<file path="src/rtl/apwc_pkg.sv">
`timescale 1ns / 1ps
`default_nettype none

package apwc_pkg;

  // Elapsed-counter width default
  localparam int COUNT_WIDTH_DEF = 16;

  // Configuration register indexes
  localparam logic [2:0] REG_WDOG_LIMIT      = 3'd0;
  localparam logic [2:0] REG_BLINK_MS_CAR    = 3'd1;
  localparam logic [2:0] REG_BLINK_MS_REMOTE = 3'd2;
  localparam logic [2:0] REG_STEER_MIN       = 3'd3;
  localparam logic [2:0] REG_STEER_MAX       = 3'd4;
  localparam logic [2:0] REG_PULSE_TRIM      = 3'd5;
  localparam logic [2:0] REG_REMOTE_SPEED    = 3'd6;
  localparam logic [2:0] REG_REMOTE_STEER    = 3'd7;

  // Configuration reset values
  localparam logic [15:0] RST_WDOG_LIMIT      = 16'd300;
  localparam logic [15:0] RST_BLINK_MS_CAR    = 16'd500;
  localparam logic [15:0] RST_BLINK_MS_REMOTE = 16'd100;
  localparam logic [7:0]  RST_STEER_MIN       = 8'd50;
  localparam logic [7:0]  RST_STEER_MAX       = 8'd130;
  localparam logic [9:0]  RST_PULSE_TRIM      = 10'd190;
  localparam logic [7:0]  RST_REMOTE_SPEED    = 8'd90;
  localparam logic [7:0]  RST_REMOTE_STEER    = 8'd90;

  // Commanded speed / steer after reset
  localparam logic [7:0]  CMD_RESET = 8'd90;

  // Item kinds
  localparam logic CMD_BYTE = 1'b0;
  localparam logic CMD_TICK = 1'b1;

  // Byte hunter
  localparam logic [7:0] CHAR_NEWLINE = 8'h0A;
  localparam logic [7:0] CHAR_0       = 8'h30;
  localparam logic [7:0] CHAR_9       = 8'h39;
  localparam logic [7:0] CHAR_UA      = 8'h41;
  localparam logic [7:0] CHAR_UF      = 8'h46;
  localparam logic [7:0] CHAR_LA      = 8'h61;
  localparam logic [3:0] HUNT_IDLE    = 4'd0;
  localparam logic [3:0] HUNT_FIRST   = 4'd1;
  localparam logic [3:0] HUNT_LAST    = 4'd10;

  // Speed pulse: floor(spd*50/9) = (spd * 50 * 14564) >> 17, exact for spd < 256
  localparam logic [19:0] SPEED_RECIP = 20'd728200;
  localparam int          SPEED_SHIFT = 17;
  localparam logic [11:0] PULSE_BASE  = 12'd1000;
  localparam logic [11:0] PULSE_MAX   = 12'd2000;

  typedef struct packed {
    logic [15:0] wdog_limit;
    logic [15:0] blink_ms_car;
    logic [15:0] blink_ms_remote;
    logic [7:0]  steer_min;
    logic [7:0]  steer_max;
    logic [9:0]  pulse_trim;
    logic [7:0]  remote_speed;
    logic [7:0]  remote_steer;
  } cfg_t;

  // Complete packet handed from the parser to the controller
  typedef struct packed {
    logic       valid;
    logic [7:0] light;
    logic [7:0] control;
    logic [7:0] speed;
    logic [7:0] front;
    logic [7:0] rear;
  } commit_t;

  typedef struct packed {
    logic        light_reverse;
    logic        light_head;
    logic        light_brake;
    logic        turn_left;
    logic        turn_right;
    logic        speed_by_car;
    logic        steer_by_car;
    logic [10:0] speed_pulse_us;
    logic [7:0]  steer_front_deg;
    logic [7:0]  steer_rear_deg;
    logic        beacon;
  } result_t;

  // Hex character to value; anything not a digit or upper A..F decodes as lower case
  function automatic logic [7:0] hex_value(input logic [7:0] b);
    logic [7:0] v;
    if (b >= CHAR_0 && b <= CHAR_9) begin
      v = b - CHAR_0;
    end else if (b >= CHAR_UA && b <= CHAR_UF) begin
      v = b - CHAR_UA + 8'd10;
    end else begin
      v = b - CHAR_LA + 8'd10;
    end
    return v;
  endfunction

  // When the bounds cross, values below the low bound give it; all others give the high bound
  function automatic logic [7:0] clamp_steer(input logic [7:0] v, input logic [7:0] lo,
                                             input logic [7:0] hi);
    logic [7:0] r;
    if (v < lo) begin
      r = lo;
    end else if (v > hi) begin
      r = hi;
    end else begin
      r = v;
    end
    return r;
  endfunction

endpackage

`default_nettype wire

</file>
<file path="src/rtl/apwc_parser.sv">
`timescale 1ns / 1ps
`default_nettype none

module apwc_parser (
  input  wire logic             clk,
  input  wire logic             rst_n,
  input  wire logic             byte_en,
  input  wire logic [7:0]       rx_byte,
  input  wire logic [7:0]       steer_min,
  input  wire logic [7:0]       steer_max,
  output apwc_pkg::commit_t     commit
);

  logic [3:0] hunt_r, hunt_nxt;
  logic [7:0] hi_r, hi_nxt;
  logic [7:0] staged_r [4];

  logic       hunting;
  logic [3:0] slot;
  logic [7:0] nib;
  logic [7:0] val;
  logic       stage_we;

  // Decode of the current character
  always_comb begin
    hunting  = (hunt_r == apwc_pkg::HUNT_IDLE) || (hunt_r > apwc_pkg::HUNT_LAST);
    slot     = hunt_r - apwc_pkg::HUNT_FIRST;
    nib      = apwc_pkg::hex_value(rx_byte);
    val      = {hi_r[3:0], 4'b0000} | nib;
    stage_we = byte_en && !hunting && slot[0] && (hunt_r != apwc_pkg::HUNT_LAST);
  end

  // Hunter sequencing and packet commit
  always_comb begin
    hunt_nxt = hunt_r;
    hi_nxt   = hi_r;
    commit   = '0;
    if (byte_en) begin
      if (hunting) begin
        hunt_nxt = (rx_byte == apwc_pkg::CHAR_NEWLINE) ? apwc_pkg::HUNT_FIRST
                                                       : apwc_pkg::HUNT_IDLE;
      end else if (!slot[0]) begin
        hi_nxt   = nib;
        hunt_nxt = hunt_r + 4'd1;
      end else if (hunt_r != apwc_pkg::HUNT_LAST) begin
        hunt_nxt = hunt_r + 4'd1;
      end else begin
        commit.valid   = 1'b1;
        commit.light   = staged_r[0];
        commit.control = staged_r[1];
        commit.speed   = staged_r[2];
        commit.front   = apwc_pkg::clamp_steer(staged_r[3], steer_min, steer_max);
        commit.rear    = apwc_pkg::clamp_steer(val, steer_min, steer_max);
        hunt_nxt       = apwc_pkg::HUNT_IDLE;
      end
    end
  end

  always_ff @(posedge clk) begin
    if (!rst_n) begin
      hunt_r <= apwc_pkg::HUNT_IDLE;
      hi_r   <= '0;
    end else begin
      hunt_r <= hunt_nxt;
      hi_r   <= hi_nxt;
    end
  end

  // Staged packet bytes, no reset
  always_ff @(posedge clk) begin
    if (stage_we) begin
      staged_r[slot[2:1]] <= val;
    end
  end

endmodule

`default_nettype wire

</file>
<file path="src/rtl/apwc_ctrl.sv">
`timescale 1ns / 1ps
`default_nettype none

module apwc_ctrl #(
  parameter int COUNT_WIDTH = apwc_pkg::COUNT_WIDTH_DEF
) (
  input  wire logic              clk,
  input  wire logic              rst_n,
  input  wire logic              fire,
  input  wire logic              tick,
  input  wire apwc_pkg::commit_t commit,
  input  wire apwc_pkg::cfg_t    cfg,
  output apwc_pkg::result_t      res
);

  localparam int CW = (COUNT_WIDTH > 16) ? COUNT_WIDTH : 16;

  logic [7:0]             light_r, light_nxt;
  logic [7:0]             control_r, control_nxt;
  logic [7:0]             speed_r, speed_nxt;
  logic [7:0]             front_r, front_nxt;
  logic [7:0]             rear_r, rear_nxt;
  logic [COUNT_WIDTH-1:0] wd_r, wd_nxt;
  logic [COUNT_WIDTH-1:0] bl_r, bl_nxt;
  logic                   phase_r, phase_nxt;
  logic [1:0]             turn_r, turn_nxt;
  logic                   beacon_nxt;

  logic [15:0]            half;
  logic [7:0]             spd;
  logic [27:0]            prod;
  logic [11:0]            base_sum;
  logic [11:0]            offset;
  logic [11:0]            diff;
  logic [10:0]            pulse;

  // State update for one item
  always_comb begin
    light_nxt   = light_r;
    control_nxt = control_r;
    speed_nxt   = speed_r;
    front_nxt   = front_r;
    rear_nxt    = rear_r;
    wd_nxt      = wd_r;
    bl_nxt      = bl_r;
    phase_nxt   = phase_r;
    turn_nxt    = turn_r;
    beacon_nxt  = 1'b0;
    half        = '0;
    if (fire) begin
      // packet commit or millisecond tick
      if (commit.valid) begin
        light_nxt   = commit.light;
        control_nxt = commit.control;
        speed_nxt   = commit.speed;
        front_nxt   = commit.front;
        rear_nxt    = commit.rear;
        wd_nxt      = '0;
      end
      if (tick) begin
        if (wd_r != '1) wd_nxt = wd_r + 1'b1;
        if (bl_r != '1) bl_nxt = bl_r + 1'b1;
      end
      // watchdog fallback
      if (CW'(wd_nxt) > CW'(cfg.wdog_limit)) begin
        control_nxt = '0;
      end
      // blink timer
      half = (control_nxt != '0) ? cfg.blink_ms_car : cfg.blink_ms_remote;
      if (CW'(bl_nxt) > CW'(half)) begin
        bl_nxt     = '0;
        phase_nxt  = !phase_r;
        beacon_nxt = 1'b1;
        if (control_nxt != '0) begin
          turn_nxt = {phase_nxt & light_nxt[1], phase_nxt & light_nxt[0]};
        end else begin
          turn_nxt = {phase_nxt, phase_nxt};
        end
      end
    end
  end

  // Speed pulse from the updated state
  always_comb begin
    spd      = control_nxt[1] ? speed_nxt : cfg.remote_speed;
    prod     = spd * apwc_pkg::SPEED_RECIP;
    base_sum = {1'b0, prod[apwc_pkg::SPEED_SHIFT +: 11]} + apwc_pkg::PULSE_BASE;
    offset   = {2'b00, cfg.pulse_trim};
    diff     = base_sum - offset;
    if (base_sum < offset) begin
      pulse = '0;
    end else if (diff > apwc_pkg::PULSE_MAX) begin
      pulse = apwc_pkg::PULSE_MAX[10:0];
    end else begin
      pulse = diff[10:0];
    end
  end

  // Result fields
  always_comb begin
    res.light_reverse   = light_nxt[4];
    res.light_head      = light_nxt[3];
    res.light_brake     = light_nxt[2];
    res.turn_left       = turn_nxt[1];
    res.turn_right      = turn_nxt[0];
    res.speed_by_car    = control_nxt[1];
    res.steer_by_car    = control_nxt[0];
    res.speed_pulse_us  = pulse;
    res.steer_front_deg = control_nxt[0] ? front_nxt : cfg.remote_steer;
    res.steer_rear_deg  = control_nxt[0] ? rear_nxt : cfg.remote_steer;
    res.beacon          = beacon_nxt;
  end

  always_ff @(posedge clk) begin
    if (!rst_n) begin
      light_r   <= '0;
      control_r <= '0;
      speed_r   <= apwc_pkg::CMD_RESET;
      front_r   <= apwc_pkg::CMD_RESET;
      rear_r    <= apwc_pkg::CMD_RESET;
      wd_r      <= '0;
      bl_r      <= '0;
      phase_r   <= 1'b0;
      turn_r    <= '0;
    end else begin
      light_r   <= light_nxt;
      control_r <= control_nxt;
      speed_r   <= speed_nxt;
      front_r   <= front_nxt;
      rear_r    <= rear_nxt;
      wd_r      <= wd_nxt;
      bl_r      <= bl_nxt;
      phase_r   <= phase_nxt;
      turn_r    <= turn_nxt;
    end
  end

  // A committed packet restarts the watchdog
  a_commit_restarts: assert property (@(posedge clk) disable iff (!rst_n)
    fire && commit.valid |=> wd_r == '0)
    else $error("watchdog not restarted by packet");

  // A beacon restarts the blink timer and flips the phase
  a_beacon_restart: assert property (@(posedge clk) disable iff (!rst_n)
    fire && beacon_nxt |=> bl_r == '0 && phase_r != $past(phase_r))
    else $error("blink timer not restarted on beacon");

  // Control state moves only on an item
  a_control_hold: assert property (@(posedge clk) disable iff (!rst_n)
    !fire |=> $stable(control_r) && $stable(phase_r))
    else $error("control state changed without an item");

endmodule

`default_nettype wire

</file>
<file path="src/rtl/actuator_packet_watchdog_controller_top.sv">
`timescale 1ns / 1ps
`default_nettype none

// Actuator packet and watchdog controller. Requests are either a received
// serial byte or a one-millisecond tick; each request yields exactly one result
// with the light, steering and speed outputs after that request. The block
// takes one request per clock as long as out_stall is low: a request sits in
// an input register while the hunter, watchdog, blink timer and speed-pulse
// multiply are evaluated, and its result then lands in a result register. A
// stall on the result side holds the input register, which then raises
// in_stall. Configuration writes take effect at the next edge; write them while
// no request is in flight.
module actuator_packet_watchdog_controller_top #(
  parameter int COUNT_WIDTH = apwc_pkg::COUNT_WIDTH_DEF
) (
  input  wire logic        clk,
  input  wire logic        rst_n,
  input  wire logic        in_valid,
  output logic             in_stall,
  input  wire logic        in_command,
  input  wire logic [7:0]  in_rx_byte,
  output logic             out_valid,
  input  wire logic        out_stall,
  output logic             out_light_reverse,
  output logic             out_light_head,
  output logic             out_light_brake,
  output logic             out_turn_left,
  output logic             out_turn_right,
  output logic             out_speed_by_car,
  output logic             out_steer_by_car,
  output logic [10:0]      out_speed_pulse_us,
  output logic [7:0]       out_steer_front_deg,
  output logic [7:0]       out_steer_rear_deg,
  output logic             out_beacon,
  input  wire logic        cfg_we,
  input  wire logic [2:0]  cfg_index,
  input  wire logic [15:0] cfg_wdata
);

  apwc_pkg::cfg_t    cfg_r;
  logic              in_valid_r;
  logic              in_cmd_r;
  logic [7:0]        in_byte_r;
  logic              out_valid_r;
  apwc_pkg::result_t out_data_r;

  logic              advance;
  logic              fire;
  logic              byte_en;
  logic              tick;
  apwc_pkg::commit_t commit;
  apwc_pkg::result_t res;

  // Configuration registers
  always_ff @(posedge clk) begin
    if (!rst_n) begin
      cfg_r.wdog_limit      <= apwc_pkg::RST_WDOG_LIMIT;
      cfg_r.blink_ms_car    <= apwc_pkg::RST_BLINK_MS_CAR;
      cfg_r.blink_ms_remote <= apwc_pkg::RST_BLINK_MS_REMOTE;
      cfg_r.steer_min       <= apwc_pkg::RST_STEER_MIN;
      cfg_r.steer_max       <= apwc_pkg::RST_STEER_MAX;
      cfg_r.pulse_trim      <= apwc_pkg::RST_PULSE_TRIM;
      cfg_r.remote_speed    <= apwc_pkg::RST_REMOTE_SPEED;
      cfg_r.remote_steer    <= apwc_pkg::RST_REMOTE_STEER;
    end else if (cfg_we) begin
      case (cfg_index)
        apwc_pkg::REG_WDOG_LIMIT:      cfg_r.wdog_limit      <= cfg_wdata;
        apwc_pkg::REG_BLINK_MS_CAR:    cfg_r.blink_ms_car    <= cfg_wdata;
        apwc_pkg::REG_BLINK_MS_REMOTE: cfg_r.blink_ms_remote <= cfg_wdata;
        apwc_pkg::REG_STEER_MIN:       cfg_r.steer_min       <= cfg_wdata[7:0];
        apwc_pkg::REG_STEER_MAX:       cfg_r.steer_max       <= cfg_wdata[7:0];
        apwc_pkg::REG_PULSE_TRIM:      cfg_r.pulse_trim      <= cfg_wdata[9:0];
        apwc_pkg::REG_REMOTE_SPEED:    cfg_r.remote_speed    <= cfg_wdata[7:0];
        apwc_pkg::REG_REMOTE_STEER:    cfg_r.remote_steer    <= cfg_wdata[7:0];
        default: ;
      endcase
    end
  end

  // Pipeline control
  assign advance  = !out_valid_r || !out_stall;
  assign fire     = in_valid_r && advance;
  assign in_stall = in_valid_r && !advance;
  assign byte_en  = fire && (in_cmd_r == apwc_pkg::CMD_BYTE);
  assign tick     = fire && (in_cmd_r == apwc_pkg::CMD_TICK);

  // Input register
  always_ff @(posedge clk) begin
    if (!rst_n) begin
      in_valid_r <= 1'b0;
    end else if (!in_stall) begin
      in_valid_r <= in_valid;
    end
  end

  always_ff @(posedge clk) begin
    if (in_valid && !in_stall) begin
      in_cmd_r  <= in_command;
      in_byte_r <= in_rx_byte;
    end
  end

  apwc_parser u_parser (
    .clk       (clk),
    .rst_n     (rst_n),
    .byte_en   (byte_en),
    .rx_byte   (in_byte_r),
    .steer_min (cfg_r.steer_min),
    .steer_max (cfg_r.steer_max),
    .commit    (commit)
  );

  apwc_ctrl #(
    .COUNT_WIDTH (COUNT_WIDTH)
  ) u_ctrl (
    .clk    (clk),
    .rst_n  (rst_n),
    .fire   (fire),
    .tick   (tick),
    .commit (commit),
    .cfg    (cfg_r),
    .res    (res)
  );

  // Result register
  always_ff @(posedge clk) begin
    if (!rst_n) begin
      out_valid_r <= 1'b0;
    end else if (advance) begin
      out_valid_r <= in_valid_r;
    end
  end

  always_ff @(posedge clk) begin
    if (fire) begin
      out_data_r <= res;
    end
  end

  assign out_valid           = out_valid_r;
  assign out_light_reverse   = out_data_r.light_reverse;
  assign out_light_head      = out_data_r.light_head;
  assign out_light_brake     = out_data_r.light_brake;
  assign out_turn_left       = out_data_r.turn_left;
  assign out_turn_right      = out_data_r.turn_right;
  assign out_speed_by_car    = out_data_r.speed_by_car;
  assign out_steer_by_car    = out_data_r.steer_by_car;
  assign out_speed_pulse_us  = out_data_r.speed_pulse_us;
  assign out_steer_front_deg = out_data_r.steer_front_deg;
  assign out_steer_rear_deg  = out_data_r.steer_rear_deg;
  assign out_beacon          = out_data_r.beacon;

  // A processed request always lands in the result register
  a_fire_lands: assert property (@(posedge clk) disable iff (!rst_n)
    fire |=> out_valid_r)
    else $error("processed request lost");

  // A held request is not dropped while the result side stalls
  a_stall_holds: assert property (@(posedge clk) disable iff (!rst_n)
    in_stall |=> in_valid_r && $stable(in_cmd_r) && $stable(in_byte_r))
    else $error("held request changed");

endmodule

`default_nettype wire

</file>
<file path="config.mk">
export PLATFORM = sky130hd
export DESIGN_NAME = actuator_packet_watchdog_controller_top
export DESIGN_NICKNAME = d
export VERILOG_FILES = /design/src/rtl/apwc_pkg.sv /design/src/rtl/apwc_parser.sv /design/src/rtl/apwc_ctrl.sv /design/src/rtl/actuator_packet_watchdog_controller_top.sv
export SDC_FILE = /design/constraint.sdc
export NUM_CORES = 1
export LEC_CHECK = 0
export ABC_AREA = 1
export BUFFER_PORTS_ARGS = -buffer_cell sky130_fd_sc_hd__buf_2
export CAP_MARGIN = 10
export CORE_ASPECT_RATIO = 0.5
export CORE_UTILIZATION = 45
export DETAILED_ROUTE_END_ITERATION = 7
export GPL_TIMING_DRIVEN = 0
export SYNTH_ARGS = -nofsm -noshare
export SYNTH_HDL_FRONTEND = slang
export SYNTH_HIERARCHICAL = 1
export SYNTH_SLANG_ARGS = --single-unit
</file>
<file path="constraint.sdc">
create_clock -name clk -period 14.8 [get_ports clk]
set_clock_uncertainty 0.05 [all_clocks]
set_input_delay 2.96 -clock clk [delete_from_list [all_inputs] [get_ports clk]]
set_output_delay 2.96 -clock clk [all_outputs]
set_load 0.03 [all_outputs]
</file>
* Word level (Yosys, flattened, before mapping) *
Memory sizes are Yosys's and may differ from the RTL's.
Cells that the tools add are included.

word-level totals
  flip-flop bits (word level) = 216
  RAM bits = 32
  word-level logic and storage cells = 158
  memories = 1

operators by class
  add/sub/neg operators = 11
  $mul = 1
  order comparisons = 13
  eq/ne operators = 11
  mux-type cells = 46
  bitwise gates (word level) = 6
  reductions and logical operators = 32

memory list
  memory             depth  bits a word  rd ports  clocked after Yosys merged registers in  wr ports  line               text
  u_parser.staged_r  4      8            4         0                                        1         apwc_parser.sv:16  logic [7:0] staged_r [4];

operators with widths
  cell                      count
  $mux W41                  4
  $mux W16                  9
  $mux W8                   18
  $add A16 B1 Y16 const B   2
  $gt A16 B16 Y1            2
  $ne A16 B16 Y1 const B    2
  $mul A8 B17 Y25 const B   1
  $reduce_and A2 Y1         9
  $add A8 B4 Y8 const B     2
  $gt A8 B8 Y1              2
  $lt A8 B8 Y1              2
  $sub A8 B7 Y8 const B     2
  $mux W5                   3
  $add A11 B10 Y12 const B  1
  $eq A3 B3 Y1 const B      4
  $gt A12 B11 Y1 const B    1
  $lt A12 B10 Y1            1
  $mux W4                   3
  $sub A12 B10 Y12          1
  $mux W11                  1
  $logic_and A1 B1 Y1       10
  $eq A8 B4 Y1 const B      1
  $ge A8 B6 Y1 const B      1
  $ge A8 B7 Y1 const B      1
  21 further kinds          37

* Logic depth before layout (Yosys ltp) *
  depth after elaboration = 26
  mapped depth = 62
  depth with buffers taken out = 61

* Modules after synthesis *
Netlist, hierarchy kept.

modules (own cells, without submodules)
  module                                   times used  cells an instance  area an instance (sq um)  seq. area each (sq um)
  apwc_ctrl                                1           1082               7627.3                    1441.4
  actuator_packet_watchdog_controller_top  1           550                4928.5                    3163.0
  apwc_parser                              1           439                3303.2                    1121.1

* Worst setup path after synthesis *
OpenSTA, ideal clock, no wires.

  path kind = input -> register
  start point = input port out_stall
  end point = register out_data_r, in the netlist out_speed_pulse_us[2], data pin
  arrival time = 11.218 ns
  required time = 14.492 ns
  path slack = 3.274 ns
  stages = 51
  path through = nand2_1 > nand2_1 > nor2_1 > nand2_1 > clkinv_1 > inv_1 > clkbuf_1 > nand2_1 > clkbuf_1 > o22ai_1 > ha_1 > a21oi_1 > nand2_1 > a21oi_1 > nand2_2 > nand2_4 > nand3_4 > nand2_4 > [15 not listed] > nand2_1 > nand2_1 > nand2_1 > and2_1 > ha_1 > ha_1 > inv_1 > o21bai_1 > a21oi_1 > o21bai_1 > nand2_1 > nand2_1 > a21oi_1 > xor2_1 > nor4_1 > nand3_2 > nand3_2 > nor2_1

RTL lines
  item                  line                                            text
  start, declared       actuator_packet_watchdog_controller_top.sv:23   input wire logic out_stall,
  end signal, assigned  actuator_packet_watchdog_controller_top.sv:136  out_data_r <= res;
  end, declared         actuator_packet_watchdog_controller_top.sv:45   apwc_pkg::result_t out_data_r;

==> impl_results.md <==
- Status: finished, final reports clean
- CP Launch Type: primary input
- Clock share of power: 28.6%
- Critical path class: primary input to flop
- # resized after CTS: 0
- Non-filler cells, final: 2641
- Share of total power in sequential cells: a little over a third
- IO Count: 70
- Via-per-instance ratio: roughly 5
- DR WL/cell: 15.8 µm
- Worst-margin pin slew: around 1.1 ns
- Pint: 1.36 mW
- Number of port buffers: 69
- Iteration count of the initial detailed-routing pass: 5
- Initial antenna violation count: 0
- Fraction of layout cells with a size suffix above 1: approximately a tenth
- Gr ovfl total: 0
- Die X: 267 µm
- Initial Util: approximately 47%
- Die height: about 130 µm
- # setup viols final: 0
- Largest net degree at the start of global routing: 37
- Fin nets: ~2400
- CP Capture Type: flop
- Max Cap Violations: 0
- YS warnings: 6
- Crit-path most repeated cell: nand2_1
- Root buf cell: clkbuf_16
- Mapped Nets: 2257
- Mean Syn Cell Area: 7.64 µm²
- Setup Buffers After CTS: 0
- Hold Crit Class: flop to flop
- H-tree levels: 1
- Final Worst Setup Slack: 1.45 ns
- Relative slew slack: between 20 and 30%
- Setup TNS: 0 ns
- Max IR drop VDD: between 0.00008 and 0.00009 V
- CP required: 15.03 ns
- Longest Clk Path Bufs: 3
- Die area: between 0.03 and 0.04 mm²
- Slew Viols, Final: 0
- Final min period: between 10 and 15 ns
- Gate Count Post-Synth: 2062
- First-pass GRT wire length: approximately 67 mm
- Vias in the first global route: approximately 12000
- DP HPWL: ~33 mm
- Skew-Pair Late Insertion Delay: ~0.54 ns
- Final hold vios: 0
- GRT Util Overall: around a quarter
- RSZ-0062 raised after global routing: no
- PwrDens: around 120 mW/mm²
- Static leakage: roughly 8.4 nW
- Via Count: roughly 13000
- Layout area overhead: 10.9%
- FP Rows: 47
- CTS tree: built
- Largest fanout on the critical path: 14
- DR iter-0 viols: 1090
- Cts hold-fix bufs: 0
- Most frequent cells in the layout: nand2_1 (458), inv_1 (289), nor2_1 (232)
- Fin crit share: roughly 90%
- # DRC: 0
- Sw Share: ~37%
- WP data arrival: roughly 14 ns
- CTS Buf Count: 24
- P_sw: just under 0.8 mW
- Clk sink count: approximately 250
- Design Power: about 2.1 mW
- CP peak stage delay: 0.71 ns
- CTS clock-pin slew for the worst setup and hold paths: approximately 0.06 ns
- Util after Layout: slightly above 50%
- CP max-delay cell: o21ai_0
- Max Freq: about 75 MHz
- Commonest non-fill, non-tap cell in the layout: nand2_1
- Final wirelength: 41.8 mm
- Placer Congestion: about 0.9
- DRT antenna net count: 0
- Mapped Area: around 0.016 mm²
- Setup Slack @ Placement: 1.24 ns
- Core area: around 0.034 mm²
- Combinational Power Share: approximately 36%
- Placed cells: approximately 2600
- Diode count: 0
## layer usage
layer,vias up,GRT usage [%],wire length [µm]
met2,307,36.3,17900
met5,-,0,0
li1,6874,-,-
met4,0,4.69,733
met1,6076,35.4,20900
met3,46,3.21,2360
## power by group through the flow
stage / sequential, mW / clock [mW] / combinational [mW]
2_1_floorplan: 0.808 / 0 / 0.546
3_3_place_gp: 0.774 / 0 / 0.759
3_5_place_dp: 0.775 / 0 / 0.764
4_1_cts: 0.760 / 0.627 / 0.773
5_1_grt: 0.762 / 0.655 / 0.873
6_report: 0.760 / 0.614 / 0.775
## flip-flops by register name, indices dropped and copies added, names as in the netlist, 2 cells and up
register,count
u_parser/staged_r,29
cfg_r,90
out_steer_rear_deg,8
u_ctrl/turn_r,2
u_ctrl/front_r,8
out_speed_pulse_us,11
u_ctrl/bl_r,16
u_ctrl/wd_r,16
u_ctrl/control_r,8
u_ctrl/rear_r,8
u_parser/hi_r,4
u_ctrl/light_r,5
in_byte_r,8
out_steer_front_deg,8
u_parser/hunt_r,4
u_ctrl/speed_r,8
## area by class of cell
class	instances	area, µm²
plain buffers	58	308
clock buffers	37	721
clock inverters	6	51.3
fillers	3386	16300
inverters	297	1120
multi-input cells	1462	8690
flip-flops and latches	245	5640
well taps	465	582
repair buffers	71	355
## critical path, delay by kind of cell
family / cells / cell delay [ns]
xor+xnor: 1 / 0.39
compound gates: 11 / 2.28
simple gates: 23 / 2.77
buf+inv: 12 / 2.03
fa+ha+maj: 7 / 3.08
## stage by stage
stage	area, µm²	hold slack [ns]
floorplan	15700	0.374
global placement	16700	0.390
detailed placement	16700	0.390
CTS	17500	0.405
global route	17500	0.420
finish	17500	0.410
## final timing paths
kind	start	end	slack, ns	depth (start not counted)
hold reg to reg	u_ctrl/front_r[3]	u_ctrl/front_r[3]	0.41	2
setup reg to reg	u_ctrl/wd_r[0]	out_speed_pulse_us[7]	3.42	54
setup / recovery	out_stall	out_speed_pulse_us[7]	1.45	54
hold / removal	u_ctrl/front_r[3]	u_ctrl/front_r[3]	0.41	2
No activity file was read; power rests on OpenSTA's default activity.
